===== config.mk =====
export PLATFORM = sky130hd
export DESIGN_NAME = block_chain_directory_allocator_unit
export DESIGN_NICKNAME = d
export VERILOG_FILES = /design/src/rtl/cbda_pkg.sv /design/src/rtl/cbda_dir_store.sv /design/src/rtl/cbda_entry_unit.sv /design/src/rtl/cbda_sequencer.sv /design/src/rtl/block_chain_directory_allocator_unit.sv
export SDC_FILE = /design/constraint.sdc
export NUM_CORES = 1
export LEC_CHECK = 0
export BUFFER_PORTS_ARGS = -buffer_cell sky130_fd_sc_hd__buf_2
export CAP_MARGIN = 20
export CORE_ASPECT_RATIO = 0.7
export CORE_MARGIN = 1.5
export CORE_UTILIZATION = 50
export CTS_CLUSTER_DIAMETER = 60
export DETAILED_ROUTE_END_ITERATION = 8
export PLACE_DENSITY = 0.65
export SLEW_MARGIN = 5
export SYNTH_ARGS = -nofsm -noshare
export SYNTH_HDL_FRONTEND = slang
export SYNTH_HIERARCHICAL = 1
export SYNTH_SLANG_ARGS = --single-unit

===== constraint.sdc =====
create_clock -name clock -period 6.8 [get_ports clock]
set_input_delay 1.36 -clock clock [delete_from_list [all_inputs] [get_ports clock]]
set_output_delay 1.36 -clock clock [all_outputs]
set_load 0.05 [all_outputs]

===== src/rtl/cbda_pkg.sv =====
// Shared types, codes and constants of the block chain directory allocator.
package cbda_pkg;

   // Directory geometry.
   localparam int SLOTS       = 15;
   localparam int SLOT_W      = 4;
   localparam int WALK_MAX    = (SLOTS < 15) ? SLOTS : 15;
   localparam int BLOCK_BYTES = 8192;

   // Block type bytes.
   localparam logic [7:0] TYPE_FREE     = 8'hA0;
   localparam logic [7:0] TYPE_INITIAL  = 8'h51;
   localparam logic [7:0] TYPE_MIDDLE   = 8'h52;
   localparam logic [7:0] TYPE_END      = 8'h53;
   localparam logic [7:0] TYPE_DEL_INIT = 8'hA1;
   localparam logic [7:0] TYPE_DEL_MID  = 8'hA2;
   localparam logic [7:0] TYPE_DEL_END  = 8'hA3;
   localparam logic [7:0] LINK_NONE     = 8'hFF;

   localparam logic STATUS_OK       = 1'b0;
   localparam logic STATUS_NO_SPACE = 1'b1;

   typedef enum logic [1:0] {
      KIND_LOAD   = 2'd0,
      KIND_TOGGLE = 2'd1,
      KIND_FORMAT = 2'd2,
      KIND_ALLOC  = 2'd3
   } kind_type;

   typedef enum logic [2:0] {
      CLS_FREE     = 3'd0,
      CLS_INITIAL  = 3'd1,
      CLS_MIDDLE   = 3'd2,
      CLS_END      = 3'd3,
      CLS_DEL_INIT = 3'd4,
      CLS_DEL_MID  = 3'd5,
      CLS_DEL_END  = 3'd6,
      CLS_CORRUPT  = 3'd7
   } class_type;

   typedef struct packed {
      logic [7:0]  code;
      logic [7:0]  link;
      logic [23:0] size;
   } dir_entry_type;

   typedef struct packed {
      logic                en;
      logic [SLOT_W-1:0]   addr;
      dir_entry_type       entry;
   } wr_port_type;

   typedef struct packed {
      class_type  cls;
      logic [7:0] toggled;
      logic       is_free;
      logic       chain_end;
   } entry_info_type;

   typedef struct packed {
      logic [SLOT_W-1:0] slot;
      logic [7:0]        code;
      logic [7:0]        link;
      logic [23:0]       size;
      class_type         cls;
      logic              status;
      logic              last;
   } result_type;

   // Size of a fresh allocation: count blocks, kept to 24 bits.
   function automatic logic [23:0] alloc_size(input logic [SLOT_W-1:0] cnt);
      logic [47:0] prod;
      prod = 48'(cnt) * 48'(BLOCK_BYTES);
      return prod[23:0];
   endfunction

endpackage


===== src/rtl/cbda_dir_store.sv =====
// Directory storage: one entry per slot, one read port and one write port.
module cbda_dir_store (
   input  logic                          clock,
   input  logic                          reset,
   input  logic [cbda_pkg::SLOT_W-1:0]   rd_addr,
   output cbda_pkg::dir_entry_type       rd_entry,
   input  cbda_pkg::wr_port_type         wr
);

   cbda_pkg::dir_entry_type entries_ff [cbda_pkg::SLOTS];
   cbda_pkg::dir_entry_type blank;

   assign blank = '{code: cbda_pkg::TYPE_FREE, link: cbda_pkg::LINK_NONE, size: 24'd0};

   // Read port; an address past the table reads as a blank entry.
   always_comb begin
      if (9'(rd_addr) < 9'(cbda_pkg::SLOTS)) begin
         rd_entry = entries_ff[rd_addr];
      end else begin
         rd_entry = blank;
      end
   end

   // Reset leaves every block free and unlinked.
   always_ff @(posedge clock) begin
      if (reset) begin
         for (int i = 0; i < cbda_pkg::SLOTS; i++) begin
            entries_ff[i] <= blank;
         end
      end else if (wr.en && (9'(wr.addr) < 9'(cbda_pkg::SLOTS))) begin
         entries_ff[wr.addr] <= wr.entry;
      end
   end

endmodule


===== src/rtl/cbda_entry_unit.sv =====
// Shared entry unit: classifies one entry and derives its toggled type and chain tests.
module cbda_entry_unit (
   input  cbda_pkg::dir_entry_type  entry,
   output cbda_pkg::entry_info_type info
);

   cbda_pkg::class_type cls;
   logic [7:0]          toggled;

   // Type byte to block class.
   always_comb begin
      case (entry.code)
         cbda_pkg::TYPE_FREE:     cls = cbda_pkg::CLS_FREE;
         cbda_pkg::TYPE_INITIAL:  cls = cbda_pkg::CLS_INITIAL;
         cbda_pkg::TYPE_MIDDLE:   cls = cbda_pkg::CLS_MIDDLE;
         cbda_pkg::TYPE_END:      cls = cbda_pkg::CLS_END;
         cbda_pkg::TYPE_DEL_INIT: cls = cbda_pkg::CLS_DEL_INIT;
         cbda_pkg::TYPE_DEL_MID:  cls = cbda_pkg::CLS_DEL_MID;
         cbda_pkg::TYPE_DEL_END:  cls = cbda_pkg::CLS_DEL_END;
         default:                 cls = cbda_pkg::CLS_CORRUPT;
      endcase
   end

   // Used and deleted types swap pairwise; anything else stays.
   always_comb begin
      case (entry.code)
         cbda_pkg::TYPE_INITIAL:  toggled = cbda_pkg::TYPE_DEL_INIT;
         cbda_pkg::TYPE_MIDDLE:   toggled = cbda_pkg::TYPE_DEL_MID;
         cbda_pkg::TYPE_END:      toggled = cbda_pkg::TYPE_DEL_END;
         cbda_pkg::TYPE_DEL_INIT: toggled = cbda_pkg::TYPE_INITIAL;
         cbda_pkg::TYPE_DEL_MID:  toggled = cbda_pkg::TYPE_MIDDLE;
         cbda_pkg::TYPE_DEL_END:  toggled = cbda_pkg::TYPE_END;
         default:                 toggled = entry.code;
      endcase
   end

   // A chain ends at a corrupted entry or at a link that leaves the table.
   always_comb begin
      info.cls       = cls;
      info.toggled   = toggled;
      info.is_free   = (entry.code == cbda_pkg::TYPE_FREE);
      info.chain_end = (cls == cbda_pkg::CLS_CORRUPT) ||
                       (9'(entry.link) >= 9'(cbda_pkg::SLOTS));
   end

endmodule


===== src/rtl/cbda_sequencer.sv =====
// Sequencer: walks chains, scans for free runs, applies edits and lists touched entries.
module cbda_sequencer (
   input  logic                          clock,
   input  logic                          reset,
   // Incoming word.
   input  logic                          req_valid,
   output logic                          req_ready,
   input  cbda_pkg::kind_type            req_kind,
   input  logic [cbda_pkg::SLOT_W-1:0]   req_slot,
   input  logic [7:0]                    req_code,
   input  logic [7:0]                    req_link,
   input  logic [23:0]                   req_size,
   input  logic [cbda_pkg::SLOT_W-1:0]   req_count,
   // Directory access and shared entry unit.
   output logic [cbda_pkg::SLOT_W-1:0]   rd_addr,
   input  cbda_pkg::dir_entry_type       rd_entry,
   input  cbda_pkg::entry_info_type      info,
   output cbda_pkg::wr_port_type         wr,
   // Result words toward the output register.
   output logic                          emit_valid,
   input  logic                          emit_ready,
   output cbda_pkg::result_type          emit_data
);

   typedef enum logic [2:0] {
      ST_IDLE,
      ST_WALK,
      ST_APPLY,
      ST_EMIT,
      ST_SCAN,
      ST_ALLOC,
      ST_SINGLE
   } state_type;

   localparam logic [cbda_pkg::SLOT_W-1:0] LAST_SLOT = cbda_pkg::SLOT_W'(cbda_pkg::SLOTS - 1);
   localparam logic [cbda_pkg::SLOT_W-1:0] LAST_WALK =
      cbda_pkg::SLOT_W'(cbda_pkg::WALK_MAX - 1);

   state_type                   state_ff,    state_in;
   cbda_pkg::kind_type          kind_ff,     kind_in;
   logic [cbda_pkg::SLOT_W-1:0] idx_ff,      idx_in;
   logic [cbda_pkg::SLOT_W-1:0] last_idx_ff, last_idx_in;
   logic [cbda_pkg::SLOT_W-1:0] cur_ff,      cur_in;
   logic [cbda_pkg::SLOT_W-1:0] run_ff,      run_in;
   logic [cbda_pkg::SLOT_W-1:0] cnt_ff,      cnt_in;
   logic [cbda_pkg::SLOT_W-1:0] start_ff,    start_in;
   logic [cbda_pkg::SLOT_W-1:0] list_ff  [cbda_pkg::WALK_MAX];
   logic [cbda_pkg::SLOT_W-1:0] list_in  [cbda_pkg::WALK_MAX];
   logic                        touched_ff [cbda_pkg::SLOTS];
   logic                        touched_in [cbda_pkg::SLOTS];
   cbda_pkg::result_type        single_ff,   single_in;
   cbda_pkg::result_type        fail_word;
   logic [cbda_pkg::SLOT_W-1:0] alloc_slot;
   logic                        alloc_last;

   assign fail_word = '{slot: '0, code: 8'd0, link: 8'd0, size: 24'd0,
                        cls: cbda_pkg::CLS_FREE, status: cbda_pkg::STATUS_NO_SPACE,
                        last: 1'b1};
   assign alloc_slot = start_ff + idx_ff;
   assign alloc_last = (idx_ff == cnt_ff - cbda_pkg::SLOT_W'(1));

   // Next-state logic for the whole item.
   always_comb begin
      state_in    = state_ff;
      kind_in     = kind_ff;
      idx_in      = idx_ff;
      last_idx_in = last_idx_ff;
      cur_in      = cur_ff;
      run_in      = run_ff;
      cnt_in      = cnt_ff;
      start_in    = start_ff;
      list_in     = list_ff;
      touched_in  = touched_ff;
      single_in   = single_ff;
      req_ready   = (state_ff == ST_IDLE);
      rd_addr     = cur_ff;
      wr          = '0;
      emit_valid  = 1'b0;
      emit_data   = '0;

      case (state_ff)
         ST_IDLE: begin
            if (req_valid) begin
               kind_in = req_kind;
               idx_in  = '0;
               run_in  = '0;
               cnt_in  = req_count;
               for (int i = 0; i < cbda_pkg::SLOTS; i++) begin
                  touched_in[i] = 1'b0;
               end
               if (req_kind == cbda_pkg::KIND_ALLOC) begin
                  if ((req_count == '0) || (9'(req_count) > 9'(cbda_pkg::SLOTS))) begin
                     single_in = fail_word;
                     state_in  = ST_SINGLE;
                  end else begin
                     state_in = ST_SCAN;
                  end
               end else if (9'(req_slot) >= 9'(cbda_pkg::SLOTS)) begin
                  // Start slot outside the table: nothing changes.
                  single_in = '{slot: req_slot, code: 8'd0, link: cbda_pkg::LINK_NONE,
                                size: 24'd0, cls: cbda_pkg::CLS_CORRUPT,
                                status: cbda_pkg::STATUS_OK, last: 1'b1};
                  state_in  = ST_SINGLE;
               end else if (req_kind == cbda_pkg::KIND_LOAD) begin
                  wr.en       = 1'b1;
                  wr.addr     = req_slot;
                  wr.entry    = '{code: req_code, link: req_link, size: req_size};
                  list_in[0]  = req_slot;
                  last_idx_in = '0;
                  state_in    = ST_EMIT;
               end else begin
                  cur_in   = req_slot;
                  state_in = ST_WALK;
               end
            end
         end

         // Record the chain entry by entry before anything is changed.
         ST_WALK: begin
            rd_addr         = cur_ff;
            list_in[idx_ff] = cur_ff;
            if (info.chain_end || (idx_ff == LAST_WALK)) begin
               last_idx_in = idx_ff;
               idx_in      = '0;
               state_in    = ST_APPLY;
            end else begin
               cur_in = rd_entry.link[cbda_pkg::SLOT_W-1:0];
               idx_in = idx_ff + cbda_pkg::SLOT_W'(1);
            end
         end

         // Edit each listed entry; a looping chain toggles an entry only once.
         ST_APPLY: begin
            rd_addr = list_ff[idx_ff];
            if (kind_ff == cbda_pkg::KIND_FORMAT) begin
               wr.en    = 1'b1;
               wr.addr  = rd_addr;
               wr.entry = '{code: cbda_pkg::TYPE_FREE, link: cbda_pkg::LINK_NONE,
                            size: 24'd0};
            end else if (!touched_ff[rd_addr]) begin
               wr.en               = 1'b1;
               wr.addr             = rd_addr;
               wr.entry            = '{code: info.toggled, link: rd_entry.link,
                                       size: rd_entry.size};
               touched_in[rd_addr] = 1'b1;
            end
            if (idx_ff == last_idx_ff) begin
               idx_in   = '0;
               state_in = ST_EMIT;
            end else begin
               idx_in = idx_ff + cbda_pkg::SLOT_W'(1);
            end
         end

         // List every touched entry as it now stands.
         ST_EMIT: begin
            rd_addr    = list_ff[idx_ff];
            emit_valid = 1'b1;
            emit_data  = '{slot: rd_addr, code: rd_entry.code, link: rd_entry.link,
                           size: rd_entry.size, cls: info.cls,
                           status: cbda_pkg::STATUS_OK, last: (idx_ff == last_idx_ff)};
            if (emit_ready) begin
               if (idx_ff == last_idx_ff) begin
                  state_in = ST_IDLE;
               end else begin
                  idx_in = idx_ff + cbda_pkg::SLOT_W'(1);
               end
            end
         end

         // Count consecutive free blocks; the first run to reach the count is lowest.
         ST_SCAN: begin
            rd_addr = idx_ff;
            if (info.is_free && ((run_ff + cbda_pkg::SLOT_W'(1)) == cnt_ff)) begin
               start_in = idx_ff - cnt_ff + cbda_pkg::SLOT_W'(1);
               idx_in   = '0;
               state_in = ST_ALLOC;
            end else begin
               run_in = info.is_free ? (run_ff + cbda_pkg::SLOT_W'(1)) : '0;
               if (idx_ff == LAST_SLOT) begin
                  single_in = fail_word;
                  state_in  = ST_SINGLE;
               end else begin
                  idx_in = idx_ff + cbda_pkg::SLOT_W'(1);
               end
            end
         end

         // Link the run as initial, middle and end blocks.
         ST_ALLOC: begin
            rd_addr = alloc_slot;
            wr.en   = 1'b1;
            wr.addr = alloc_slot;
            if (idx_ff == '0) begin
               wr.entry.code = cbda_pkg::TYPE_INITIAL;
               wr.entry.size = cbda_pkg::alloc_size(cnt_ff);
            end else begin
               wr.entry.code = alloc_last ? cbda_pkg::TYPE_END : cbda_pkg::TYPE_MIDDLE;
               wr.entry.size = rd_entry.size;
            end
            wr.entry.link   = alloc_last ? cbda_pkg::LINK_NONE : (8'(alloc_slot) + 8'd1);
            list_in[idx_ff] = alloc_slot;
            if (alloc_last) begin
               last_idx_in = idx_ff;
               idx_in      = '0;
               state_in    = ST_EMIT;
            end else begin
               idx_in = idx_ff + cbda_pkg::SLOT_W'(1);
            end
         end

         // One fixed result word: failed allocation or start slot out of range.
         ST_SINGLE: begin
            emit_valid = 1'b1;
            emit_data  = single_ff;
            if (emit_ready) begin
               state_in = ST_IDLE;
            end
         end

         default: begin
            state_in = ST_IDLE;
         end
      endcase
   end

   // State and working registers.
   always_ff @(posedge clock) begin
      if (reset) begin
         state_ff <= ST_IDLE;
      end else begin
         state_ff <= state_in;
      end
      kind_ff     <= kind_in;
      idx_ff      <= idx_in;
      last_idx_ff <= last_idx_in;
      cur_ff      <= cur_in;
      run_ff      <= run_in;
      cnt_ff      <= cnt_in;
      start_ff    <= start_in;
      list_ff     <= list_in;
      touched_ff  <= touched_in;
      single_ff   <= single_in;
   end

endmodule


===== src/rtl/block_chain_directory_allocator_unit.sv =====
// Top level of the block chain directory allocator.
// Keeps a fifteen-entry card directory and serves four commands: load an entry, toggle the
// deleted state along a chain, format a chain, and allocate the lowest run of free blocks.
// One entry is read and at most one written per cycle through a single shared entry unit,
// so no new word is taken until the last result word of an item has entered the output
// register. A load writes its entry and lists it; a toggle or format walks the chain, edits
// the listed entries and then lists them; an allocation scans for the lowest free run, links
// it and lists it, or yields one no-space word. Result words wait in an output register, so
// the listing stalls only when that register is full and not drained.
module block_chain_directory_allocator_unit (
   input  logic        clock,
   input  logic        reset,
   input  logic        req_tvalid,
   output logic        req_tready,
   // slot[3:0], type_code[11:4], link[19:12], size_bytes[43:20], count[47:44]
   input  logic [47:0] req_tdata,
   // kind[1:0]
   input  logic [1:0]  req_tuser,
   output logic        rsp_tvalid,
   input  logic        rsp_tready,
   // out_slot[3:0], out_type[11:4], out_link[19:12], out_size[43:20],
   // block_class[46:44], zero[47]
   output logic [47:0] rsp_tdata,
   // status[0]
   output logic [0:0]  rsp_tuser,
   output logic        rsp_tlast
);

   logic [cbda_pkg::SLOT_W-1:0] rd_addr;
   cbda_pkg::dir_entry_type     rd_entry;
   cbda_pkg::entry_info_type    info;
   cbda_pkg::wr_port_type       wr;
   logic                        emit_valid;
   logic                        emit_ready;
   cbda_pkg::result_type        emit_data;
   logic                        rsp_valid_ff, rsp_valid_in;
   cbda_pkg::result_type        rsp_word_ff,  rsp_word_in;

   cbda_dir_store u_store (
      .clock    (clock),
      .reset    (reset),
      .rd_addr  (rd_addr),
      .rd_entry (rd_entry),
      .wr       (wr)
   );

   cbda_entry_unit u_entry (
      .entry (rd_entry),
      .info  (info)
   );

   cbda_sequencer u_seq (
      .clock      (clock),
      .reset      (reset),
      .req_valid  (req_tvalid),
      .req_ready  (req_tready),
      .req_kind   (cbda_pkg::kind_type'(req_tuser)),
      .req_slot   (req_tdata[3:0]),
      .req_code   (req_tdata[11:4]),
      .req_link   (req_tdata[19:12]),
      .req_size   (req_tdata[43:20]),
      .req_count  (req_tdata[47:44]),
      .rd_addr    (rd_addr),
      .rd_entry   (rd_entry),
      .info       (info),
      .wr         (wr),
      .emit_valid (emit_valid),
      .emit_ready (emit_ready),
      .emit_data  (emit_data)
   );

   // Output register: loads when empty or when its word is taken this cycle.
   assign emit_ready = !rsp_valid_ff || rsp_tready;

   always_comb begin
      rsp_valid_in = rsp_valid_ff;
      rsp_word_in  = rsp_word_ff;
      if (emit_valid && emit_ready) begin
         rsp_valid_in = 1'b1;
         rsp_word_in  = emit_data;
      end else if (rsp_tready) begin
         rsp_valid_in = 1'b0;
      end
   end

   always_ff @(posedge clock) begin
      if (reset) begin
         rsp_valid_ff <= 1'b0;
      end else begin
         rsp_valid_ff <= rsp_valid_in;
      end
      rsp_word_ff <= rsp_word_in;
   end

   assign rsp_tvalid = rsp_valid_ff;
   assign rsp_tdata  = {1'b0, rsp_word_ff.cls, rsp_word_ff.size, rsp_word_ff.link,
                        rsp_word_ff.code, rsp_word_ff.slot};
   assign rsp_tuser  = rsp_word_ff.status;
   assign rsp_tlast  = rsp_word_ff.last;

endmodule


=== Word level (Yosys, flattened, before mapping) ===
Memory sizes are Yosys's and may differ from the RTL's.
Cells that the tools add are included.
W data, S select, Z words.

* Add/subtract/negate cells: 7
* Magnitude comparators: 8
* Equal/unequal tests: 41
* Muxes and demuxes: 95
* Bitwise logic cells: 3
* Reductions and logical operators: 33

{| class="wikitable"
|+ Operator list
! cell !! count
|-
| $mux W49 || 6
|-
| $mux W45 || 6
|-
| $pmux W49 S2 || 2
|-
| $pmux W45 S3 || 1
|-
| $bwmux W60 || 2
|-
| $mux W4 || 29
|-
| $pmux W56 S2 || 1
|-
| $mux W40 || 2
|-
| $pmux W8 S6 || 1
|-
| $mux W15 || 3
|-
| $pmux W3 S7 || 2
|-
| $reduce_or A40 Y1 || 1
|-
| $pmux W4 S3 || 3
|-
| $mux W3 || 11
|-
| $eq A8 B8 Y1 const B || 4
|-
| $pmux W15 S2 || 1
|-
| $eq A8 B7 Y1 const B || 3
|-
| $mux W24 || 1
|-
| $pmux W4 S6 || 1
|-
| $ne A2 B2 Y1 const B || 11
|-
| $bmux W4 S4 || 1
|-
| $demux W4 S4 || 1
|-
| $mux W8 || 2
|-
| $pmux W4 S2 || 2
|-
| 43 further kinds || 90
|}

* Register bits: 203
* Memory bits (writable): 600
* Bits of input ports: 54
* Output and inout port bits: 52
* Word-level logic and storage cells: 241
* Memories: 1

{| class="wikitable"
|+ Memories
! name !! words !! width !! read ports !! clocked after memory_dff !! write ports !! line !! RTL
|-
| u_store.entries_ff || 15 || 40 || 1 || 0 || 15 || cbda_dir_store.sv:10 || <nowiki>cbda_pkg::dir_entry_type entries_ff [cbda_pkg::SLOTS];</nowiki>
|}

=== Logic depth before layout (Yosys ltp) ===
* Depth after elaboration: 19
* Mapped depth: 26
* Depth with buffers taken out: 19

=== By module ===
Netlist, hierarchy kept.

{| class="wikitable"
|+ By module, submodules not included
! module !! times used !! cells an instance !! area each (µm²) !! seq. area each (µm²)
|-
| cbda_dir_store || 1 || 1834 || 28367.2 || 18888.1
|-
| cbda_sequencer || 1 || 777 || 7586.0 || 3273.1
|-
| block_chain_directory_allocator_unit || 1 || 56 || 1537.7 || 1491.4
|-
| cbda_entry_unit || 1 || 31 || 220.2 || 0.0
|}

=== Worst setup path before layout ===
Ideal clock, no wire load.

* Path kind: reg2reg
* Start point: register u_seq.state_ff[0]
* End point: memory u_store/entries_ff[0][0] (netlist name), enable pin
* Library setup time: 0.380 ns
* Arrival time: 4.889 ns
* Required time: 6.420 ns
* Slack: 1.531 ns
* Cell stages (with the launch flop): 14
* Path buffers: 4
* Clock period less this slack: 5.269 ns
* Cells stage by stage: dfxtp_1 -> clkbuf_1 -> nor3_1 -> nand2_1 -> nor3b_1 -> clkbuf_1 -> nor3_1 -> o21ai_1 -> nor2b_2 -> or3b_1 -> buf_6 -> nor3_4 -> buf_2 -> or2_2

{| class="wikitable"
|+ RTL lines
! item !! line !! RTL
|-
| start: declaration || cbda_sequencer.sv:39 || <nowiki>state_type state_ff, state_in;</nowiki>
|-
| start signal: assignment || cbda_sequencer.sv:232 || <nowiki>state_ff <= state_in;</nowiki>
|-
| end: declaration || cbda_dir_store.sv:10 ||
|}

==> impl_metrics.json <==
{
  "status": "completed",
  "setup_tns_ns": 0,
  "period_minus_slack_ns": 6.31,
  "boundaryPins": 106,
  "synth_common_cells": "785 x sky130_fd_sc_hd__edfxtp_1, 457 x sky130_fd_sc_hd__and2_1, 188 x sky130_fd_sc_hd__clkbuf_1",
  "placedInstanceArea_mm2": 0.0396,
  "netlist-cell-type-count": 74,
  "critPathKind": "register to register",
  "fmax_mhz": 159,
  "gr-total-overflow": 0,
  "row_count": 84,
  "width_of_the_die_um": 331,
  "fp.dieArea_mm2": 0.0771,
  "finalWeightedCongestion": 0.890,
  "worst_reg2reg_path_endpoint": "u_seq/state_ff[2]",
  "grt_max_degree": 74,
  "whs_ns": 0.548,
  "worst-slew-pin-transition_ns": 1.08,
  "path_cells": "buf_4 > buf_4 > mux4_2 > o21a_1 > a21oi_4 > nor2_1 > a21oi_1 > a21oi_4 > buf_12 > mux2i_1 > a221oi_1 > a221oi_1 > a21oi_1 > nand4bb_1 > nor3_1 > o211ai_1 > nor3_1 > o21ai_0 > o2111ai_1 > o21ai_0 > nor3b_1",
  "cp_max_fo": 45,
  "cts-root-buf": "sky130_fd_sc_hd__clkbuf_16",
  "required_time_worst_endpoint_ns": 7.33,
  "post_synth_inst_count": 2698,
  "post_synth.cell_area_avg_um2": 14.0,
  "wl_um": 109000,
  "drc": 0,
  "wire_length_of_the_first_global_routing_pass_um": 159000,
  "vias": 24300,
  "asyncSetResetFlopFracSynth_pct": 0,
  "post-synth-top-count-cell": "sky130_fd_sc_hd__edfxtp_1",
  "worst_reg_to_reg_path_cell_count": 21,
  "critPathCaptureType": "register",
  "critical_path_data_arrival_time_ns": 6.84,
  "clock_tree_from_tritoncts": "yes",
  "detail_route.iter0.violations": 3387,
  "cts.reportedPaths.clkPinSlew_ns": 0.06,
  "critical_path.slowest_cell": "sky130_fd_sc_hd__edfxtp_1",
  "worst_skew_pair.late_latency_ns": 0.66,
  "cts_repair_resize_count": 0,
  "synthToLayoutAreaGrowth_pct": 11.5,
  "port_buffers": 104,
  "hpwl_um": 64700,
  "detailedPlace.worstSlack_ns": 0.553,
  "final_cells": 3839,
  "timing_hold_violations_final": 0,
  "final_core_util_pct": 56.2,
  "layout.cell_area.non_filler_mm2": 0.0420,
  "synth_area_mm2": 0.0377,
  "power.density_cell_area_mw_per_mm2": 443,
  "synth_top_cell_by_area": "sky130_fd_sc_hd__edfxtp_1",
  "p_leak_nw": 14.7,
  "first_global_vias": 23300,
  "grt_antenna_before_repair": 7,
  "power.total_mw": 18.6,
  "drt_pass1_iterations": 8,
  "clkSinkCount": 789,
  "htree_num_levels": 3,
  "placed_cell_count": 3700,
  "min_period_over_period_pct": 92.8,
  "initial_core_util_pct": 50.4,
  "ant_nets": 0,
  "cp_peak_stage_delay_ns": 0.69,
  "post_cts_buffers": 0,
  "core-area_mm2": 0.0748,
  "regToRegStartpoint": "u_seq/idx_ff[0]",
  "cts.hold.buffers_added": 0,
  "synth_enable_flop_cells": 785,
  "slew_headroom_pct": 28.2,
  "cts_buffer_depth": 3,
  "fin_worst_skew_ns": 0.0305,
  "holdPathStages": 2,
  "min_to": "rsp_tvalid",
  "post_drt_wl_per_cell_um": 28.5,
  "cts-buffers-inserted": 79,
  "ys_seq_elements": 789,
  "drt-vias-per-instance": 6.33,
  "drv_slew": 0,
  "ys.flop_type": "sky130_fd_sc_hd__edfxtp_1",
  "synth-warning-count": 6,
  "top_post_synthesis_cells_by_area": "sky130_fd_sc_hd__edfxtp_1 63%, sky130_fd_sc_hd__and2_1 7.6%, sky130_fd_sc_hd__mux4_2 7.1%",
  "rsz0062_at_grt": "no",
  "drive_above_1_share_pct": 19.0,
  "final_critical_path_setup_slack_ns": 0.491,
  "hold_start": "rsp_tvalid",
  "final_net_count": 2862,
  "grtUsageTotal_pct": 28.3,
  "rrSetupSlack_ns": 0.49,
  "worst_ir_drop_vdd_uv": 394,
  "fp.dieH_um": 233,
  "holdCritPathClass": "register to register",
  "synth_top_area_share_pct": 62.5,
  "setup-violations-final": 0,
  "timing.max_cap.violations": 0,
  "setup.worst_path.start_class": "register",
  "synth-seq-area-share_pct": 62.7
}
report_power, final:
part,switching [mW],total [mW],internal (mW)
logic,5.50,8.13,2.64
registers,0.244,6.25,6.00
clock network,1.87,4.23,2.36
area by class of cell:
cell class                 instances  area, µm²
antenna                            2       5.00
clock buffer                      97       2070
clock inverter                    40        382
fill                            5934      32800
inverter                          31        116
multi-input combinational       1661      13000
sequential                       789      23700
tap                              989       1240
timing repair buffer             230       1570
critical path: cells and delay by family, from the launching register on:
kind | cells | cell delay, ns
AO/OA/AOI/OAI | 11 | 2.89
buffers and inverters | 3 | 0.83
flip-flops | 1 | 0.69
multiplexers | 2 | 0.67
AND/OR/NAND/NOR | 5 | 1.06
state kept, by name, indices dropped and copies added, names as in the netlist, 2 cells and up:
register / cells
u_seq/touched_ff: 15
rsp_tdata: 47
u_seq/single_ff: 6
u_seq/state_ff: 3
u_seq/last_idx_ff: 4
u_store/entries_ff: 629
u_seq/kind_ff: 2
u_seq/start_ff: 4
u_seq/run_ff: 4
u_seq/list_ff: 60
u_seq/cnt_ff: 4
u_seq/cur_ff: 4
u_seq/idx_ff: 4
kinds of logic (layout without fill, tap and decap cells):
group,after synthesis,in the layout,share of synthesized area [%]
buffers and inverters,276,398,3.38
AND/OR/NAND/NOR,987,987,15.2
XOR/XNOR,25,25,0.617
multiplexers,230,230,10.1
flip-flops,789,789,62.7
other,2,32,0.0199
adder cells (fa/ha/maj),16,16,0.571
AO/OA/AOI/OAI,373,373,7.45
metal layers:
| layer | global-route usage (%) | up-vias | wire [µm] | part of all wire, % |
|---|---|---|---|---|
| li1 | - | 10300 | - | - |
| met1 | 42.0 | 12300 | 45900 | 42 |
| met2 | 42.3 | 1455 | 47900 | 44 |
| met3 | 6.31 | 185 | 13200 | 12 |
| met4 | 7.16 | 2 | 2400 | 2.2 |
| met5 | 0 | - | 11 | 0.010 |
cells in the final DEF, fill, tap and decap left out, types with 7 or more instances in the layout:
cell	Yosys	final
sky130_fd_sc_hd__nor2b_1	25	23
sky130_fd_sc_hd__nand3_1	11	11
sky130_fd_sc_hd__a211o_1	13	12
sky130_fd_sc_hd__ha_1	14	14
sky130_fd_sc_hd__nor3_1	14	12
sky130_fd_sc_hd__or2_2	16	16
sky130_fd_sc_hd__clkbuf_16	0	80
sky130_fd_sc_hd__nor2_1	143	135
sky130_fd_sc_hd__nor2_2	1	9
sky130_fd_sc_hd__o31ai_2	26	27
sky130_fd_sc_hd__o31ai_1	17	15
sky130_fd_sc_hd__clkinv_1	0	17
sky130_fd_sc_hd__conb_1	2	30
sky130_fd_sc_hd__a21o_1	17	17
sky130_fd_sc_hd__clkbuf_1	188	17
sky130_fd_sc_hd__buf_4	11	115
sky130_fd_sc_hd__nor4_1	7	7
sky130_fd_sc_hd__xnor2_1	20	20
sky130_fd_sc_hd__a221oi_1	82	82
sky130_fd_sc_hd__edfxtp_1	785	785
sky130_fd_sc_hd__nand2b_1	50	49
sky130_fd_sc_hd__o211ai_1	10	10
sky130_fd_sc_hd__buf_2	17	106
sky130_fd_sc_hd__buf_12	0	9
sky130_fd_sc_hd__and3_1	43	43
sky130_fd_sc_hd__clkinv_2	0	7
sky130_fd_sc_hd__a31oi_1	19	19
sky130_fd_sc_hd__mux2i_1	105	105
sky130_fd_sc_hd__or3_1	111	111
sky130_fd_sc_hd__and2_1	457	456
sky130_fd_sc_hd__a22oi_1	27	27
sky130_fd_sc_hd__o21ai_0	12	12
sky130_fd_sc_hd__a21oi_1	109	106
sky130_fd_sc_hd__mux4_2	119	119
sky130_fd_sc_hd__inv_1	31	31
sky130_fd_sc_hd__nand3b_1	8	8
sky130_fd_sc_hd__nand2_1	72	72
worst max path at each step:
stage / startpoint / endpoint / slack (ns) / depth (start not counted)
after floorplan: u_seq/state_ff[0] / u_store/entries_ff[0][0] / 1.53 / 13
after global placement: u_seq/idx_ff[0] / u_seq/state_ff[0] / 0.75 / 21
after detailed placement: u_seq/idx_ff[0] / u_seq/state_ff[2] / 0.55 / 21
after CTS: u_seq/idx_ff[0] / u_seq/state_ff[2] / 0.55 / 21
after global routing: u_seq/idx_ff[0] / u_seq/state_ff[2] / 0.12 / 21
final: u_seq/idx_ff[0] / u_seq/state_ff[2] / 0.49 / 21
Note: power is estimated with default switching activity, not from simulation.
